[src/sv/uf_cell.sv]
// one cell of the label ring: holds a single component label
`timescale 1ns / 1ps

module uf_cell #(
  parameter int LABEL_W = 10,
  parameter logic [LABEL_W-1:0] RESET_LABEL = '0
) (
  input  logic               clk,
  input  logic               rst,
  input  logic [LABEL_W-1:0] label_in,
  output logic [LABEL_W-1:0] label
);

  always_ff @(posedge clk) begin
    if (rst) begin
      label <= RESET_LABEL;
    end else begin
      label <= label_in;
    end
  end

endmodule

[config.mk]
export PLATFORM = sky130hd
export DESIGN_NAME = uf_cell
export DESIGN_NICKNAME = d
export VERILOG_FILES = /design/src/sv/uf_cell.sv
export SDC_FILE = /design/constraint.sdc
export NUM_CORES = 1
export LEC_CHECK = 0
export ABC_AREA = 1
export BUFFER_PORTS_ARGS = -buffer_cell sky130_fd_sc_hd__buf_2
export CAP_MARGIN = 20
export CORE_AREA = 4 4 41 43
export DETAILED_ROUTE_END_ITERATION = 7
export DIE_AREA = 0 0 45 47
export GPL_TIMING_DRIVEN = 0
export PLACE_DENSITY = 0.52
export RECOVER_POWER = 25
export SLEW_MARGIN = 20
export SYNTH_ARGS = -nofsm -noshare
export SYNTH_HDL_FRONTEND = slang
export SYNTH_SLANG_ARGS = --single-unit
export TNS_END_PERCENT = 10
[constraint.sdc]
create_clock -name clk -period 0.8 [get_ports clk]
set_input_delay 0.08 -clock clk [delete_from_list [all_inputs] [get_ports clk]]
set_output_delay 0.08 -clock clk [all_outputs]
set_load 0.05 [all_outputs]
### Yosys cells after proc, flatten, opt, wreduce, memory -nomap -nowiden

Index checks and enable logic that the tools add are counted.

* register bits after elaboration: 10
* bits of input ports: 12

### Depth between registers and ports, before layout

* word-level depth: 0
* mapped depth: 2
* depth with buffers taken out: 2

### Worst setup path before layout

No wires, ideal clock.

* path type: register -> output
* from: register label[0]
* to: output label[0]
* stages on the path, launching flop included: 1
* setup slack: 133 ps
* arrival time: 587 ps
* path buffers: 0
* cells stage by stage: dfxtp_1

RTL lines
* start, declared: RTL line 11 `output logic [LABEL_W-1:0] label`
* start signal, assigned: RTL line 18 `label <= label_in;`

No word-level cell between the ends.

### Final worst setup path

* from: register label[6]
* to: output label[6]

No word-level cell between the ends.

==> results.md <==
- Area contributors post-synth: dfxtp_1 (70%), inv_1 (13%), nor2_1 (13%)
- Worst setup SP type: flop
- Max stage delay cell, worst path: dfxtp_2
- Power density cells: 2050 nW/µm²
- Highest Clock Rate: 1220 MHz
- PnR worst setup slack: -19.8 ps
- Internal power: 918 µW
- Antenna violations before repair: 0
- NetSw: 327 µW
- Netlist Area Pre-Place: 287 µm²
- Die Ht: 47 µm
- Nets: 76
- CP max stage delay: 330 ps
- Gpl congestion: 0.568
- Failing checks: negative setup slack
- Share of total power in the clock network: 36.8%
- Placement-stage cell area: 405 µm²
- DP Cell Count: 66
- Register area share after synthesis: 69.9%
- Critical path type: flop to output port
- Post-synth top area share: 69.9%
- Post-DP HPWL: 430 µm
- Mapped Cells: 31
- Crit path DAT: 740 ps
- CTS Sinks: 10
- Max-Cap Viols: 0
- # DRC: 0
- Most flop-heavy register: label
- Core footprint: 1300 µm²
- Fin. max-slew vios: 0
- Crit Path Max Fanout: 1
- Hold Slack: 9.84 ps
- Async S/R FF share, synth: 0%
- Synthesis-to-layout area growth: 112%
- Die W: 45 µm
- Design area: 608 µm²
- Post-Syn Nets: 43
- PortBufs: 20
- Final hold violation count: 0
- Cell breakdown of the critical path: buf_6
- Post-synth top flop: dfxtp_1
- Synthesized flop and latch total: 10
- Warnings, synthesis: 0
- Initial DRC count: 1
- Power share of the combinational group: 19.6%
- Register clock-pin slew on the reported worst setup and hold paths: 70 ps
- Grt total ovfl: 0
- Final ANT Viol Nets: 0
- CP top delay family: flip-flops
- Mean area per synthesized cell: 9.24 µm²
- Share of cells above drive strength 1: 54.0%
- Final setup viols: 10
- Fin cells: 78
- VDD IR-drop max: 1060 µV
- EDFF count, synth: 0
- Die Footprint: 2120 µm²
- Setup crit end kind: output port
- DR pass1 iterations: 2
- H-tree depth: 1
- Via count: 270
- Hold WC Path Type: input port to flop
- CP Buf/Inv Count: 1
- Rows: 13
- Outcome: complete, but fails checks
- CP Depth: 1
- Largest net degree at the start of global routing: 11
- FILL cells: 121
- N_diodes: 0
- Worst setup endpoint: label[6]
- Netlist cell types: 4
- Max Buffers Root-to-Sink: 2
- Tcrit/Tclk final: 102%
- Starting Density: 22.0%
- Slew @ Worst Pin: 428 ps
- Tmin final: 820 ps
- WP data required: 720 ps
- TritonCTS clock tree: yes
- CTS Root Cell: clkbuf_4
- I/O Pins: 22
- Crit path launch: label[6]$_SDFF_PP0_
- First-pass GRT wire length: 1140 µm
- Tot GR Track Use: 8.08%
- Vias/cell: 3.46
- Total Wirelength: 657 µm
- Switching part of the total: 26.3%
- Seq pwr share: 43.6%
- RSZ-0062 raised after global routing: yes
- WL/cell: 8.42 µm
- Max-slew headroom: 71.4%
- Cell taking the most area after synthesis: dfxtp_1
- LEAKAGE: 0.000321 µW
- Biggest regs: label x10
- Max reg flops: 10
- CTS Buf Count: 3
- Most common library cells after synthesis: dfxtp_1 (10), inv_1 (10), nor2_1 (10), buf_6 (1)
- Vias in the first global route: 291
power by group through the flow:
stage / clock network [µW] / logic, µW / registers [µW]
detailed placement: 0 / 178 / 541
global route: 511 / 263 / 546
global placement: 0 / 177 / 540
CTS: 483 / 242 / 543
floorplan: 0 / 28.3 / 638
finish: 458 / 244 / 544
kinds of logic (layout without fill, tap and decap cells):
group         after synthesis  after routing  synth area share, %
buf+inv                    11             43                 17.0
simple gates               10             10                 13.1
flops                      10             10                 69.9
metrics by stage:
stage	utilization [%]	worst slack (ps)	setup TNS [ps]	total power (µW)
after CTS	46.0	-35.9	-299	1270
final	46.7	-19.8	-144	1250
after detailed placement	31.2	174	0	719
after floorplan	-	133	0	666
after global placement	31.2	186	0	717
after global routing	46.7	-65.6	-522	1320
area by class of cell:
type                            instances  area [µm²]  share of cell area, %
Timing Repair Buffer                   28         262                   43.0
Sequential cell                        10         213                   35.0
Multi-Input combinational cell         10        37.5                   6.17
Inverter                               10        37.5                   6.17
Clock buffer                            4        36.3                   5.97
Tap cell                               15        18.8                   3.09
Buffer                                  1        3.75                  0.617
placed cells by master, fill, tap and decap left out:
cell type      Yosys  final
clkbuf_4           0      3
dlygate4sd3_1      0      8
nor2_1            10     10
buf_2              0     10
inv_1             10     10
dfxtp_2            0     10
clkbuf_8           0      1
buf_6              1      5
clkbuf_1           0      1
buf_8              0      5
what timing repair did:
action,in CTS,in global routing
endpoints found under the hold margin,7,1
buffers inserted,0,0
setup endpoints to repair,10,10
gates resized for setup,33,2
hold buffers,7,1
routing by layer:
| metal | global-route usage [%] | vias up | wire length [µm] |
|---|---|---|---|
| met1 | 7.57 | 109 | 258 |
| met4 | 3.51 | 0 | 0 |
| met5 | 0 | - | 0 |
| met3 | 6.51 | 0 | 91 |
| li1 | - | 145 | - |
| met2 | 13.0 | 16 | 308 |
worst min path at each step:
stage                 from             endpoint  cells past startpoint
2_1_floorplan  label_in[0]  label[0]$_SDFF_PP0_                      2
3_3_place_gp   label_in[7]  label[7]$_SDFF_PP0_                      3
3_5_place_dp   label_in[0]  label[0]$_SDFF_PP0_                      3
4_1_cts                rst  label[3]$_SDFF_PP0_                      2
5_1_grt        label_in[4]  label[4]$_SDFF_PP0_                      3
6_report       label_in[4]  label[4]$_SDFF_PP0_                      3
Note: power is estimated with default switching activity, not from simulation.
